**config.mk**
```make
export PLATFORM = sky130hd
export DESIGN_NAME = mid_side_polynomial_predictor_core_flat
export DESIGN_NICKNAME = d
export VERILOG_FILES = /design/src/design/msp_pkg.sv /design/src/design/msp_if.sv /design/src/design/msp_csr.sv /design/src/design/msp_split.sv /design/src/design/msp_chan.sv /design/src/design/mid_side_polynomial_predictor_core.sv /design/src/flat_wrapper.sv
export SDC_FILE = /design/constraint.sdc
export NUM_CORES = 1
export LEC_CHECK = 0
export ABC_CLOCK_PERIOD_IN_PS = 13700
export BUFFER_PORTS_ARGS = -buffer_cell sky130_fd_sc_hd__buf_4
export CORE_AREA = 2 2 297 299
export DETAILED_ROUTE_END_ITERATION = 10
export DIE_AREA = 0 0 299 301
export GPL_TIMING_DRIVEN = 0
export PLACE_DENSITY_LB_ADDON = 0.1
export SYNTH_ARGS = -nofsm -noshare
export SYNTH_HDL_FRONTEND = slang
export SYNTH_SLANG_ARGS = --single-unit
```
**constraint.sdc**
```tcl
create_clock -name clock -period 13.7 [get_ports clock]
set_input_delay 1.37 -clock clock [delete_from_list [all_inputs] [get_ports clock]]
set_output_delay 1.37 -clock clock [all_outputs]
set_load 0.02 [all_outputs]
```
**src/design/msp_pkg.sv**
```systemverilog
// Shared types and register codes for the mid/side polynomial predictor.
`default_nettype none

package msp_pkg;

   // Configuration register indexes (byte address is four times the index).
   localparam logic REG_ORDER = 1'b0;
   localparam logic REG_SHIFT = 1'b1;

   localparam int ORDER_BITS = 2;
   localparam int SHIFT_BITS = 4;

   // Predictor order codes; any other code acts as order three.
   localparam logic [ORDER_BITS-1:0] ORDER_ONE   = 2'd1;
   localparam logic [ORDER_BITS-1:0] ORDER_TWO   = 2'd2;
   localparam logic [ORDER_BITS-1:0] ORDER_THREE = 2'd3;

   localparam logic [ORDER_BITS-1:0] ORDER_RESET = ORDER_ONE;
   localparam logic [SHIFT_BITS-1:0] SHIFT_RESET = 4'd0;

   typedef struct packed {
      logic [ORDER_BITS-1:0] order;
      logic [SHIFT_BITS-1:0] shift;
   } msp_cfg_type;

endpackage

`default_nettype wire

```
**src/design/msp_if.sv**
```systemverilog
// Request and response channel interfaces of the mid/side predictor.
`default_nettype none

interface msp_req_if #(parameter int SAMPLE_BITS = 16);
   logic                          valid;
   logic                          ready;
   logic signed [SAMPLE_BITS-1:0] left_sample;
   logic signed [SAMPLE_BITS-1:0] right_sample;

   modport source (output valid, output left_sample, output right_sample, input ready);
   modport sink   (input valid, input left_sample, input right_sample, output ready);
endinterface

interface msp_rsp_if #(parameter int SAMPLE_BITS = 16);
   logic                            valid;
   logic                            ready;
   logic signed [SAMPLE_BITS+2:0]   mid_residual;
   logic signed [SAMPLE_BITS+2:0]   side_residual;

   modport source (output valid, output mid_residual, output side_residual, input ready);
   modport sink   (input valid, input mid_residual, input side_residual, output ready);
endinterface

`default_nettype wire

```
**src/design/msp_csr.sv**
```systemverilog
// APB-style configuration registers for predictor order and quantization shift.
`default_nettype none

module msp_csr
   import msp_pkg::*;
(
   input  wire logic        clock,
   input  wire logic        reset,
   input  wire logic        csr_psel,
   input  wire logic        csr_penable,
   input  wire logic        csr_pwrite,
   input  wire logic [2:0]  csr_paddr,
   input  wire logic [31:0] csr_pwdata,
   output      logic [31:0] csr_prdata,
   output      logic        csr_pready,
   output      msp_cfg_type cfg
);

   msp_cfg_type cfg_ff, cfg_in;
   logic        wr_en;

   assign csr_pready = 1'b1;
   assign wr_en      = csr_psel && csr_penable && csr_pwrite;

   always_comb begin
      cfg_in = cfg_ff;
      if (wr_en) begin
         unique case (csr_paddr[2])
            REG_ORDER: cfg_in.order = csr_pwdata[ORDER_BITS-1:0];
            REG_SHIFT: cfg_in.shift = csr_pwdata[SHIFT_BITS-1:0];
            default:   cfg_in = cfg_ff;
         endcase
      end
   end

   always_comb begin
      unique case (csr_paddr[2])
         REG_ORDER: csr_prdata = {{(32-ORDER_BITS){1'b0}}, cfg_ff.order};
         REG_SHIFT: csr_prdata = {{(32-SHIFT_BITS){1'b0}}, cfg_ff.shift};
         default:   csr_prdata = '0;
      endcase
   end

   always_ff @(posedge clock) begin
      if (reset) begin
         cfg_ff.order <= ORDER_RESET;
         cfg_ff.shift <= SHIFT_RESET;
      end else begin
         cfg_ff <= cfg_in;
      end
   end

   assign cfg = cfg_ff;

endmodule

`default_nettype wire

```
**src/design/msp_split.sv**
```systemverilog
// Mid/side decorrelation of one stereo frame.
`default_nettype none

module msp_split #(
   parameter int SAMPLE_BITS = 16
) (
   input  wire logic signed [SAMPLE_BITS-1:0] left_sample,
   input  wire logic signed [SAMPLE_BITS-1:0] right_sample,
   output      logic signed [SAMPLE_BITS-1:0] mid_sample,
   output      logic signed [SAMPLE_BITS-1:0] side_sample
);

   logic signed [SAMPLE_BITS:0] sum;
   logic signed [SAMPLE_BITS:0] sum_adj;
   logic signed [SAMPLE_BITS:0] diff;

   assign sum  = {left_sample[SAMPLE_BITS-1], left_sample}
               + {right_sample[SAMPLE_BITS-1], right_sample};
   // A negative odd sum is nudged up by one so the halving truncates toward zero.
   assign sum_adj = sum + {{SAMPLE_BITS{1'b0}}, sum[SAMPLE_BITS] & sum[0]};
   assign mid_sample = sum_adj[SAMPLE_BITS:1];

   assign diff = {left_sample[SAMPLE_BITS-1], left_sample}
               - {right_sample[SAMPLE_BITS-1], right_sample};
   assign side_sample = diff[SAMPLE_BITS-1:0];

endmodule

`default_nettype wire

```
**src/design/msp_chan.sv**
```systemverilog
// One channel of fixed polynomial prediction with residual quantization and history.
`default_nettype none

module msp_chan
   import msp_pkg::*;
#(
   parameter int SAMPLE_BITS = 16
) (
   input  wire logic                          clock,
   input  wire logic                          reset,
   input  wire logic                          step,
   input  wire logic signed [SAMPLE_BITS-1:0] sample,
   input  wire msp_cfg_type                   cfg,
   input  wire logic [ORDER_BITS-1:0]         warmup_count,
   output      logic signed [SAMPLE_BITS+2:0] residual
);

   localparam int PW = SAMPLE_BITS + 3;   // prediction width
   localparam int DW = SAMPLE_BITS + 4;   // difference width

   logic signed [SAMPLE_BITS-1:0] hist0_ff, hist1_ff, hist2_ff;
   logic signed [SAMPLE_BITS-1:0] rebuilt;
   logic signed [PW-1:0]          h0, h1, h2;
   logic signed [PW-1:0]          pred_raw;
   logic signed [PW-1:0]          pred;
   logic [ORDER_BITS-1:0]         eff_order;
   logic signed [DW-1:0]          diff;
   logic signed [DW-1:0]          quant;
   logic signed [DW-1:0]          recon;

   assign h0 = PW'(hist0_ff);
   assign h1 = PW'(hist1_ff);
   assign h2 = PW'(hist2_ff);

   always_comb begin
      case (cfg.order)
         ORDER_ONE: begin
            eff_order = ORDER_ONE;
            pred_raw  = h0;
         end
         ORDER_TWO: begin
            eff_order = ORDER_TWO;
            pred_raw  = (h0 <<< 1) - h1;
         end
         default: begin
            eff_order = ORDER_THREE;
            pred_raw  = (h0 <<< 1) + h0 - (h1 <<< 1) - h1 + h2;
         end
      endcase
   end

   // Until enough frames have been seen the prediction is zero.
   assign pred  = (warmup_count < eff_order) ? '0 : pred_raw;
   assign diff  = DW'(sample) - DW'(pred);
   assign quant = diff >>> cfg.shift;
   assign recon = (quant <<< cfg.shift) + DW'(pred);

   assign rebuilt  = recon[SAMPLE_BITS-1:0];
   assign residual = quant[SAMPLE_BITS+2:0];

   always_ff @(posedge clock) begin
      if (reset) begin
         hist0_ff <= '0;
         hist1_ff <= '0;
         hist2_ff <= '0;
      end else if (step) begin
         hist2_ff <= hist1_ff;
         hist1_ff <= hist0_ff;
         hist0_ff <= rebuilt;
      end
   end

endmodule

`default_nettype wire

```
**src/design/mid_side_polynomial_predictor_core.sv**
```systemverilog
// Top level of the mid/side polynomial predictor with quantized residuals.
`default_nettype none

// Channel   Direction  Handshake       Carries
// req       in         valid/ready     left_sample, right_sample
// rsp       out        valid/ready     mid_residual, side_residual
// csr_*     in/out     APB-style       predictor_order (0x0), quant_shift (0x4)
//
// Each request is held in the input register and is then coded into the result
// register, from which its response is offered on rsp until rsp.ready takes it.
// One request is accepted every cycle while rsp does not stall; the history update
// of both channels is the loop that sets this rate.
// A synchronous reset clears the histories, the warm-up count, both valid flags
// and the configuration registers (order one, shift zero).
// When rsp is stalled the result register holds and the input register keeps
// one more request, after which req.ready drops.

module mid_side_polynomial_predictor_core
   import msp_pkg::*;
#(
   parameter int SAMPLE_BITS = 16
) (
   input  wire logic        clock,
   input  wire logic        reset,
   msp_req_if.sink          req,
   msp_rsp_if.source        rsp,
   input  wire logic        csr_psel,
   input  wire logic        csr_penable,
   input  wire logic        csr_pwrite,
   input  wire logic [2:0]  csr_paddr,
   input  wire logic [31:0] csr_pwdata,
   output      logic [31:0] csr_prdata,
   output      logic        csr_pready
);

   localparam int RES_BITS = SAMPLE_BITS + 3;

   msp_cfg_type cfg;

   // Input register stage.
   logic                          in_valid_ff;
   logic signed [SAMPLE_BITS-1:0] left_ff;
   logic signed [SAMPLE_BITS-1:0] right_ff;

   // Result register stage.
   logic                          out_valid_ff;
   logic signed [RES_BITS-1:0]    mid_res_ff;
   logic signed [RES_BITS-1:0]    side_res_ff;

   logic [ORDER_BITS-1:0]         warmup_ff, warmup_in;
   logic                          advance;
   logic                          step;
   logic signed [SAMPLE_BITS-1:0] mid_sample;
   logic signed [SAMPLE_BITS-1:0] side_sample;
   logic signed [RES_BITS-1:0]    mid_res;
   logic signed [RES_BITS-1:0]    side_res;

   msp_csr u_csr (
      .clock       (clock),
      .reset       (reset),
      .csr_psel    (csr_psel),
      .csr_penable (csr_penable),
      .csr_pwrite  (csr_pwrite),
      .csr_paddr   (csr_paddr),
      .csr_pwdata  (csr_pwdata),
      .csr_prdata  (csr_prdata),
      .csr_pready  (csr_pready),
      .cfg         (cfg)
   );

   // The result register can take a new value when it is empty or being drained.
   assign advance   = !out_valid_ff || rsp.ready;
   // A request is coded, and the histories move, when it leaves the input register.
   assign step      = in_valid_ff && advance;
   assign req.ready = !in_valid_ff || advance;

   // The warm-up count saturates at three frames.
   assign warmup_in = (warmup_ff == ORDER_THREE) ? warmup_ff : warmup_ff + 2'd1;

   msp_split #(.SAMPLE_BITS(SAMPLE_BITS)) u_split (
      .left_sample  (left_ff),
      .right_sample (right_ff),
      .mid_sample   (mid_sample),
      .side_sample  (side_sample)
   );

   msp_chan #(.SAMPLE_BITS(SAMPLE_BITS)) u_mid (
      .clock        (clock),
      .reset        (reset),
      .step         (step),
      .sample       (mid_sample),
      .cfg          (cfg),
      .warmup_count (warmup_ff),
      .residual     (mid_res)
   );

   msp_chan #(.SAMPLE_BITS(SAMPLE_BITS)) u_side (
      .clock        (clock),
      .reset        (reset),
      .step         (step),
      .sample       (side_sample),
      .cfg          (cfg),
      .warmup_count (warmup_ff),
      .residual     (side_res)
   );

   // Control state.
   always_ff @(posedge clock) begin
      if (reset) begin
         in_valid_ff  <= 1'b0;
         out_valid_ff <= 1'b0;
         warmup_ff    <= '0;
      end else begin
         if (req.ready) begin
            in_valid_ff <= req.valid;
         end
         if (advance) begin
            out_valid_ff <= in_valid_ff;
         end
         if (step) begin
            warmup_ff <= warmup_in;
         end
      end
   end

   // Payload registers.
   always_ff @(posedge clock) begin
      if (req.valid && req.ready) begin
         left_ff  <= req.left_sample;
         right_ff <= req.right_sample;
      end
      if (step) begin
         mid_res_ff  <= mid_res;
         side_res_ff <= side_res;
      end
   end

   assign rsp.valid         = out_valid_ff;
   assign rsp.mid_residual  = mid_res_ff;
   assign rsp.side_residual = side_res_ff;

endmodule

`default_nettype wire
```
**src/flat_wrapper.sv**
```systemverilog
// flat-port wrapper written by rule: the top's interface ports become plain ports
module mid_side_polynomial_predictor_core_flat import msp_pkg::*;
#(
   parameter int SAMPLE_BITS = 16
)
  (clock, reset, csr_psel, csr_penable, csr_pwrite, csr_paddr, csr_pwdata, csr_prdata, csr_pready, req_valid, req_left_sample, req_right_sample, req_ready, rsp_valid, rsp_mid_residual, rsp_side_residual, rsp_ready);
  msp_req_if #(.SAMPLE_BITS(SAMPLE_BITS)) req_i ();
  msp_rsp_if #(.SAMPLE_BITS(SAMPLE_BITS)) rsp_i ();
  input  wire logic clock;
  input  wire logic reset;
  input  wire logic csr_psel;
  input  wire logic csr_penable;
  input  wire logic csr_pwrite;
  input  wire logic [2:0] csr_paddr;
  input  wire logic [31:0] csr_pwdata;
  output      logic [31:0] csr_prdata;
  output      logic csr_pready;
  input wire logic [$bits(req_i.valid)-1:0] req_valid;
  input wire logic [$bits(req_i.left_sample)-1:0] req_left_sample;
  input wire logic [$bits(req_i.right_sample)-1:0] req_right_sample;
  output wire logic [$bits(req_i.ready)-1:0] req_ready;
  output wire logic [$bits(rsp_i.valid)-1:0] rsp_valid;
  output wire logic [$bits(rsp_i.mid_residual)-1:0] rsp_mid_residual;
  output wire logic [$bits(rsp_i.side_residual)-1:0] rsp_side_residual;
  input wire logic [$bits(rsp_i.ready)-1:0] rsp_ready;
  assign req_i.valid = req_valid;
  assign req_i.left_sample = req_left_sample;
  assign req_i.right_sample = req_right_sample;
  assign req_ready = req_i.ready;
  assign rsp_valid = rsp_i.valid;
  assign rsp_mid_residual = rsp_i.mid_residual;
  assign rsp_side_residual = rsp_i.side_residual;
  assign rsp_i.ready = rsp_ready;
  mid_side_polynomial_predictor_core #(.SAMPLE_BITS(SAMPLE_BITS)) u_core (.clock(clock), .reset(reset), .req(req_i), .rsp(rsp_i), .csr_psel(csr_psel), .csr_penable(csr_penable), .csr_pwrite(csr_pwrite), .csr_paddr(csr_paddr), .csr_pwdata(csr_pwdata), .csr_prdata(csr_prdata), .csr_pready(csr_pready));
endmodule
```
======== Yosys cells after proc, flatten, opt, wreduce, memory -nomap -nowiden ========
Index checks and enable logic that the tools add are counted.
storage, ports and cells
  bits in writable memories ............... 0
  logic and storage cells ................. 61
  memory bits (read-only) ................. 0
  register bits after elaboration ......... 176
  input bits .............................. 74
  latch bits .............................. 0
  memories ................................ 0
  output and inout port bits .............. 73
operators by class
  add/subtract/negate cells ............... 18
  muxes and demuxes ....................... 6
  div/mod/pow operators ................... 0
  shift operators ......................... 4
  reductions and logical operators ........ 11
  bitwise operators ....................... 3
  multiply operators ...................... 0
  $lt $le $gt $ge ......................... 1
  equal/unequal tests ..................... 3
operators by type and width
  kind                 number
  $pmux 19 s2          2
  $pmux 32 s2          1
  $sshl 20x4->16       2
  $sshr 20x4->20       2
  $sub 16x19->20       2
  $add 19x16->19       2
  $mux 19              2
  $sub 18x17->19       2
  $sub 19x16->19       2
  $add 17x16->18       2
  $sub 17x16->18       2
  $add 16x16->16       2
  $add 16x16->17       1
  $add 17x1->17        1
  $sub 16x16->16       1
  $reduce_and 2->1     3
  $eq 2x2->1 const B   2
  $logic_and 1x1->1    4
  $pmux 2 s2           1
  $add 2x1->2 const B  1
  $eq 2x1->1 const B   1
  $logic_not 1->1      2
  $logic_or 1x1->1     2
  $lt 2x2->1           1
  2 further kinds      3

======== Depth between registers and ports, before layout ========
Gate-level depths: netlist of run 1.
  depth in word-level cells ............... 10
  gate-level depth with buffers ........... 43
  mapped depth without buffers ............ 41

======== By module ========
Synthesis of run 1 repeated with hierarchy kept, for this count alone.
second synthesis, totals
  cells, all modules ...................... 2675
  area total of the unflattened synthesis .. 22484.1 µm²
by module, submodules not included
  module                              area each (µm²)  times used  seq. area each (µm²)  cells each
  msp_chan at u_core.u_side           9014.9           1           960.9                 1134
  msp_chan at u_core.u_mid            8743.4           1           960.9                 1122
  mid_side_polynomial_predictor_core  2309.7           1           2182.1                90
  msp_split                           1875.5           1           0.0                   267
  msp_csr                             540.5            1           120.1                 62

======== Worst setup path before layout of run 1 ========
No wires, ideal clock.
  path kind ............................... reg-to-reg
  start ................................... reg u_core.u_side.hist1_ff[1]
  end ..................................... reg u_core.u_side.hist0_ff[15]
  cell stages (with the launch flop) ...... 38
  clock period less this slack ............ 9.379 ns
  path slack .............................. 4.321 ns
  setup time .............................. 0.114 ns
  data arrival time ....................... 9.264 ns
  required time ........................... 13.586 ns
  path buffers ............................ 1
  path through ............................ dfxtp_1 -> inv_1 -> fa_1 -> fa_1 -> fa_1 -> ha_1 -> a21o_1 -> a21oi_1 -> o21bai_1 -> a21oi_1 -> o21ai_0 -> a211o_1 -> a21oi_1 -> xor2_1 -> a221o_1 -> ha_1 -> clkbuf_1 -> nand2_1 -> [... 2 more ...] -> a21oi_1 -> or4_1 -> o221ai_1 -> a22o_1 -> a2111oi_0 -> a211oi_1 -> o32ai_1 -> and2_1 -> ha_1 -> or2_2 -> a21oi_1 -> nor3_1 -> a2111oi_0 -> nor3_1 -> a311o_1 -> a311o_1 -> and3_1 -> a2111oi_0
between the ends
  longest elaborated chain between the ends .. 9
  elaborated cells on any way between the ends .. 10
  classes of those cells .................. add/sub: 6; shift: 2; mux: 2
RTL lines
  element                 line            RTL
  from (decl)             msp_chan.sv:21  logic signed [SAMPLE_BITS-1:0] hist0_ff, hist1_ff, hist2_ff;
  from (signal assigned)  msp_chan.sv:68  hist1_ff <= hist0_ff;
  $sub 18x17->19          msp_chan.sv:47  pred_raw = (h0 <<< 1) + h0 - (h1 <<< 1) - h1 + h2;
  $sub 19x16->19          msp_chan.sv:47
  $add 19x16->19          msp_chan.sv:47
  $pmux 19 s2 (*)         msp_chan.sv:36  case (cfg.order)
  $mux 19 (*)             msp_chan.sv:53  assign pred = (warmup_count < eff_order) ? '0 : pred_raw;
  $sub 16x19->20          msp_chan.sv:54  assign diff = DW'(sample) - DW'(pred);
  $sshr 20x4->20          msp_chan.sv:55  assign quant = diff >>> cfg.shift;
  $sshl 20x4->16          msp_chan.sv:56  assign recon = (quant <<< cfg.shift) + DW'(pred);
  $add 16x16->16 (*)      msp_chan.sv:56
  to (signal assigned)    msp_chan.sv:69  hist0_ff <= rebuilt;
  to (decl)               msp_chan.sv:21
Every way passes the cells marked *; elsewhere a longest branch is shown, timed or not.
A chain may end at the register's enable or synchronous reset.

======== Worst setup path in the final report of run 1 ========
Same ends and word-level chain as after synthesis.

==> results.md, run 1 <==
- Layout cells sized above 1: 9.127%
- Pre-antenna DRT Iters: 6
- Final Hold Violating Endpoints: 0
- Post-synth top area cell: ha_1
- Post-synthesis simple-gate area fraction: between 15 and 20%
- Core area: 86,480 µm²
- Crit path DAT: between 10,000 and 15,000 ps
- Worst path max stage delay: around 900 ps
- Synthesized area: roughly 21,000 µm²
- Layout Nets: around 3,100
- Post-DRT Antenna Nets: 0
- Largest net degree at the start of global routing: 33
- Worst Setup End Kind: flip-flop
- Number of clock sinks: between 150 and 200
- First-pass GRT wire length: roughly 140 mm
- Max-cap violations: 0
- Final clock skew: 25.67 ps
- Setup Total Neg Slack: 0 ps
- Sequential Area: 4224 µm²
- Hold bufs inserted after CTS: 0
- Die Wd: approximately 300 µm
- CP dominant cell by count: a21oi_1
- Post-route minimum period: around 12,000 ps
- Vias in the first global route: a little over 20,000
- Initial Util: roughly 25%
- Worst slew margin: around 6.5%
- Synth area leaders: ha_1 11%, dfxtp_1 9.9%, edfxtp_1 9.8%
- Final Max Tran Viols: 0
- Post-synth EDFFs: 70
- Leak pwr: around 0.0096 µW
- Count leader, synth: nand2_1
- Cells after DPL: slightly below 4,000
- FP Rows: ~110
- Gpl congestion: 0.9704
- Final setup margin: around 1600 ps
- 1st-iter DRT viols: approximately 1,500
- Initial antenna violation count: 1
- WL/cell: ~24 µm
- Final worst path period share: 88.16%
- #FFs+latches synth: approximately 180
- Yosys cell types: 100
- P&R area growth vs syn: 13.30%
- DR DRC count: 0
- VDD IR max: 112.6 µV
- Synth Area in Adders: about a fifth
- Root Driver: clkbuf_16
- Compound-Gate Fraction of Synth Area: between 20% and 30%
- Postcts setup bufs: 0
- Filler cell count: approximately 9,400
- Vias/cell: approximately 5.3
- PortBufs: 86
- Worst path slowest cell: a2111oi_0
- Avg Cell Area, Syn: roughly 8.1 µm²
- WL final: around 95 mm
- Hpwl dp: around 78 mm
- Fmax: 82.80 MHz
- RSZ-0062 raised after global routing: false
- PwrDens: roughly 160 nW/µm²
- CP Launch Type: flip-flop
- Setup violations, final: 0
- CP Data Required Time: ~14,000 ps
- Worst-path clk slew: roughly 80 ps
- Total global routing overflow: 0
- Non-filler cells, final: slightly below 4,000
- Multiplexer share of the synthesized area: under 10%
- H-tree Lvls: 4
- Clk Latency, worst-skew pair: ~530 ps
- Multi-input logic area: about 16,000 µm²
- Worst-margin pin slew: 1402 ps
- Syn. warnings: 0
- GRT Util Overall: roughly a fifth
- Hold/Removal Path Class: flip-flop to flip-flop
- IO Count: 147
- Post-Place Setup Slack: about 1800 ps
- Main combinational cell family by area after synthesis: compound AO/OA/AOI/OAI gates
- Sequential area share after synthesis: between 10% and 20%
- CTS tree: built
- Cells after Synth: 2,645
- CP max FO: 9
- Setup CP Type: flip-flop to flip-flop
- Via count: 20,770
- Post-synthesis xor/xnor area fraction: 5.489%
- Post-synth top flop: dfxtp_1
- Commonest cells in the netlist: 338 x nand2_1, 248 x a21oi_1, 183 x ha_1, 183 x nor2_1, 164 x inv_1
- CTS Buf Count: 17
- Clk buf depth: 2
- # resized after CTS: 0
- Die Y: around 300 µm
- Total power: a little under 4000 µW
- DIE AREA: about 90,000 µm²
- Post-synth ARST share: 0%
- Outcome: finished, final reports clean
- R2R setup slack: approximately 1600 ps
- Synth top area share: around a tenth
-- final cells by class --
| cell class | count | share of cell area (%) |
|---|---|---|
| Clock inverter | 13 | 0.5657 |
| Timing Repair Buffer | 90 | 2.942 |
| Multi-Input combinational cell | 2158 | 65.17 |
| Inverter | 169 | 2.607 |
| Antenna cell | 1 | 0.01029 |
| Clock buffer | 19 | 1.836 |
| Buffer | 169 | 3.569 |
| Tap cell | 1155 | 5.940 |
| Sequential cell | 176 | 17.36 |
-- sequential cells by signal, summed over array words and instances (netlist names), 6 cells and up --
signal / cells
u_core.right_ff: 16
u_core.u_mid.hist1_ff: 16
u_core.u_mid.hist2_ff: 16
u_core.u_side.hist2_ff: 16
u_core.u_mid.hist0_ff: 16
u_core.u_side.hist1_ff: 16
u_core.rsp.mid_residual: 19
u_core.left_ff: 16
u_core.u_side.hist0_ff: 16
u_core.rsp.side_residual: 19
u_core.u_csr.cfg: 6
-- cells by family (layout without fill, tap and decap cells) --
logic type	count (synthesis)	count (layout)
other	2	30
AND/OR/NAND/NOR	833	833
multiplexers	58	58
buffers and inverters	338	460
adder cells (fa/ha/maj)	283	283
flip-flops	176	176
XOR/XNOR	132	132
AO/OA/AOI/OAI	823	823
-- critical path, delay by kind of cell (launching register included) --
family / cells / cell delay, ps
fa+ha+maj: 6 / 2750
xor+xnor: 1 / 180
simple gates: 8 / 1560
flops: 1 / 450
compound gates: 17 / 5650
buf+inv: 5 / 810
mux: 1 / 520
-- per-stage QoR --
stage | utilization [%] | hold WS (ps) | cell area, µm²
after floorplan | - | 445.1 | 21570
after global placement | 27.36 | 454.3 | 23660
after detailed placement | 27.44 | 464.0 | 23730
after CTS | 28.11 | 473.7 | 24310
after global routing | 28.13 | 488.8 | 24330
final | 28.13 | 470.2 | 24330
-- where the power goes --
group,switching [µW],internal [µW]
clock network,273,265
registers,55.8,605
logic,1670,1050
total,2000,1920
-- final timing paths --
kind	from	end	cells past startpoint
hold / removal	u_core.u_mid.hist1_ff[6]$_SDFFE_PP0P_	u_core.u_mid.hist2_ff[6]$_SDFFE_PP0P_	2
setup / recovery	u_core.u_side.hist1_ff[1]$_SDFFE_PP0P_	u_core.u_side.hist0_ff[15]$_SDFFE_PP0P_	38
hold reg to reg	u_core.u_mid.hist1_ff[6]$_SDFFE_PP0P_	u_core.u_mid.hist2_ff[6]$_SDFFE_PP0P_	2
setup reg to reg	u_core.u_side.hist1_ff[1]$_SDFFE_PP0P_	u_core.u_side.hist0_ff[15]$_SDFFE_PP0P_	38
-- cell usage in the layout (no fill, tap or decap), drive strengths merged, types with 95 or more instances in the layout --
master and instances:
ha 183, buf 155, a21oi 249, dfxtp 106, fa 100, inv 175, clkbuf 123, o21ai 117
nand2 338, nor2 183, xnor2 95
-- layer usage --
metal,vias up,routed length [µm],part of all wire [%],GRT usage [%]
li1,9840,-,-,-
met2,594,42910,45,33.83
met1,10210,45410,48,28.98
met4,0,3058,3.2,7.060
met3,129,4090,4.3,2.684
met5,-,0,0,0
Power figures use the tool's default switching activity.
==> inputs of run 2 (changes only) <==
MAX_ROUTING_LAYER = met4   (was not set)
==> results.md, run 2 (same netlist as run 1, synthesis figures left out) <==
- Worst-path clk slew: 90 ps (about the same)
- P&R area growth vs syn: 13.13%
- Via count: 20,730 (-0.20%)
- Leak pwr: 0.009557 µW (-0.22%)
- Worst path slowest cell: o32ai_1
- FP Rows: 108 (unchanged)
- Outcome: complete, but fails checks
- CP Launch Type: flip-flop
- Number of clock sinks: 176 (unchanged)
- Violated checks: capacitance limit
- Layout Nets: 3,135 (-0.096%)
- Filler cell count: 9,479 (+0.93%)
- Final clock skew: 23.38 ps (-2.287 ps)
- Hold bufs inserted after CTS: 0 (unchanged)
- WL final: 96.88 mm (+1.5%)
- Post-DRT Antenna Nets: 0 (unchanged)
- DR DRC count: 0 (unchanged)
- Die Wd: 299 µm (unchanged)
- Gpl congestion: 0.9502 (-2.1%)
- Initial Util: 24.83% (unchanged)
- Clk buf depth: 2 (unchanged)
- Worst Setup End Kind: flip-flop
- Setup Total Neg Slack: 0 ps (unchanged)
- Postcts setup bufs: 0 (unchanged)
- H-tree Lvls: 4 (unchanged)
- Root Driver: clkbuf_16
- Final Hold Violating Endpoints: 0 (unchanged)
- Initial antenna violation count: 0 (-1)
- Hold/Removal Path Class: flip-flop to flip-flop
- Post-route minimum period: 12,090 ps (+14.57 ps)
- Critical R2R Launch: u_core.u_side.hist1_ff[1]$_SDFFE_PP0P_
- Layout cells sized above 1: 9.065% (-0.062 points)
- CTS Buf Count: 17 (unchanged)
- CP dominant cell by count: a21oi_1
- Hpwl dp: 79.08 mm (+0.97%)
- Fmax: 82.70 MHz (-0.12%)
- 1st-iter DRT viols: 1,588 (+4.5%)
- Hold Crit Start: u_core.u_mid.hist1_ff[9]$_SDFFE_PP0P_
- CTS tree: built
- Setup CP Type: flip-flop to flip-flop
- Die Y: 301 µm (unchanged)
- Crit path DAT: 12,500 ps (+30 ps)
- PortBufs: 86 (unchanged)
- Max-cap violations: 1 (+1)
- CP max FO: 9 (unchanged)
- Worst-margin pin slew: 1492 ps (+89.51 ps)
- Most frequent cells in the layout: 338 x nand2_1, 248 x a21oi_1, 183 x ha_1, 182 x nor2_1, 164 x inv_1
- Placed Area: 23,690 µm² (-0.18%)
- Worst Setup SP: u_core.u_side.hist1_ff[1]$_SDFFE_PP0P_
- RSZ-0062 raised after global routing: false
- Pre-antenna DRT Iters: 6 (unchanged)
- GRT Util Overall: 22.06% (+1.0 points)
- Final worst path period share: 88.26% (+0.11 points)
- Worst path max stage delay: 840 ps (-70 ps)
- Final Cell Area: 24,290 µm² (-0.15%)
- Vias/cell: 5.253 (-0.12%)
- VDD IR max: 114.0 µV (+1.3%)
- Total global routing overflow: 0 (unchanged)
- Clk Latency, worst-skew pair: 540 ps (about the same)
- DIE AREA: 90,000 µm² (unchanged)
- Core area: 86,480 µm² (unchanged)
- Worst slew margin: 0.1935% (-6.3 points)
- IO Count: 147 (unchanged)
- Setup violations, final: 0 (unchanged)
- PwrDens: 162.0 nW/µm² (+0.51%)
- Final Max Tran Viols: 0 (unchanged)
- Largest net degree at the start of global routing: 48 (+45%)
- # resized after CTS: 0 (unchanged)
- Most common cell after layout, fill and taps aside: nand2_1
- CP Data Required Time: 14,100 ps (about the same)
- WL/cell: 24.55 µm (+1.6%)
- Vias in the first global route: 20,610 (+1.2%)
- First-pass GRT wire length: 142.1 mm (+1.7%)
[run 2: changes by cell type in the layout (fill, tap and decap cells not counted), sizes merged]
| cell | before | now |
|---|---|---|
| clkinv | 5 | 9 |
| inv | 175 | 174 |
| bufinv | 1 | 0 |
| clkinvlp | 1 | 0 |
| clkbuf | 123 | 122 |
| buf | 155 | 152 |
[run 2: per-layer routing]
layer,GRT usage (%),up-vias,share of wire (%),wire length (µm)
met5,-,-,0,0
met2,34.46,597,45,43740
met4,7.690,0,3.5,3383
met3,2.670,132,3.9,3770
li1,-,9852,-,-
met1,29.39,10150,47,45990
[run 2: power by group]
group	internal (µW)	switching (µW)	leakage, µW	total [µW]
Combinational	1050	1690	0.00773	2740
Sequential	606	54.9	0.00153	660
Clock	250	289	0.000297	540
Total	1900	2030	0.00956	3940
[run 2: area by class of cell]
type	instances	area, µm²	share of cell area (%)
clock inverters	14	161.4	0.6645
repair buffers	87	656.9	2.704
flip-flops and latches	176	4224	17.39
inverters	169	634.4	2.612
diodes	1	2.502	0.01030
clock buffers	18	439.2	1.808
plain buffers	169	870.8	3.585
multi-input cells	2158	15860	65.28
well taps	1155	1445	5.949
[run 2: worst paths after layout]
check,endpoint,slack [ps],depth (start not counted)
hold / removal,u_core.u_mid.hist2_ff[9]$_SDFFE_PP0P_,460,2
hold reg to reg,u_core.u_mid.hist2_ff[9]$_SDFFE_PP0P_,460,2
setup / recovery,u_core.u_side.hist0_ff[15]$_SDFFE_PP0P_,1610,38
setup reg to reg,u_core.u_side.hist0_ff[15]$_SDFFE_PP0P_,1610,38
[run 2: per-stage QoR]
step / utilization [%] / instances / setup WS (ps) / hold slack [ps] / total power [µW]
floorplan: - / 2672 / 4321 / 445.1 / 2549
global placement: 27.36 / 3913 / 1755 / 455.3 / 3378
detailed placement: 27.39 / 3914 / 1797 / 464.0 / 3369
CTS: 28.08 / 3946 / 1678 / 465.1 / 3945
global route: 28.08 / 3946 / 807.7 / 487.4 / 4241
finish: 28.09 / 3947 / 1608 / 463.6 / 3935
[run 2: worst max-delay path, delay by kind of cell, from the launching register on]
kind	cells	cell delay, ps
and+or+nand+nor	8	1540
xor gates and xnor gates	1	190
DFF	1	450
AOI/OAI and AO/OA	18	6250
adders and majority gates	6	2710
buffers and inverters	5	800
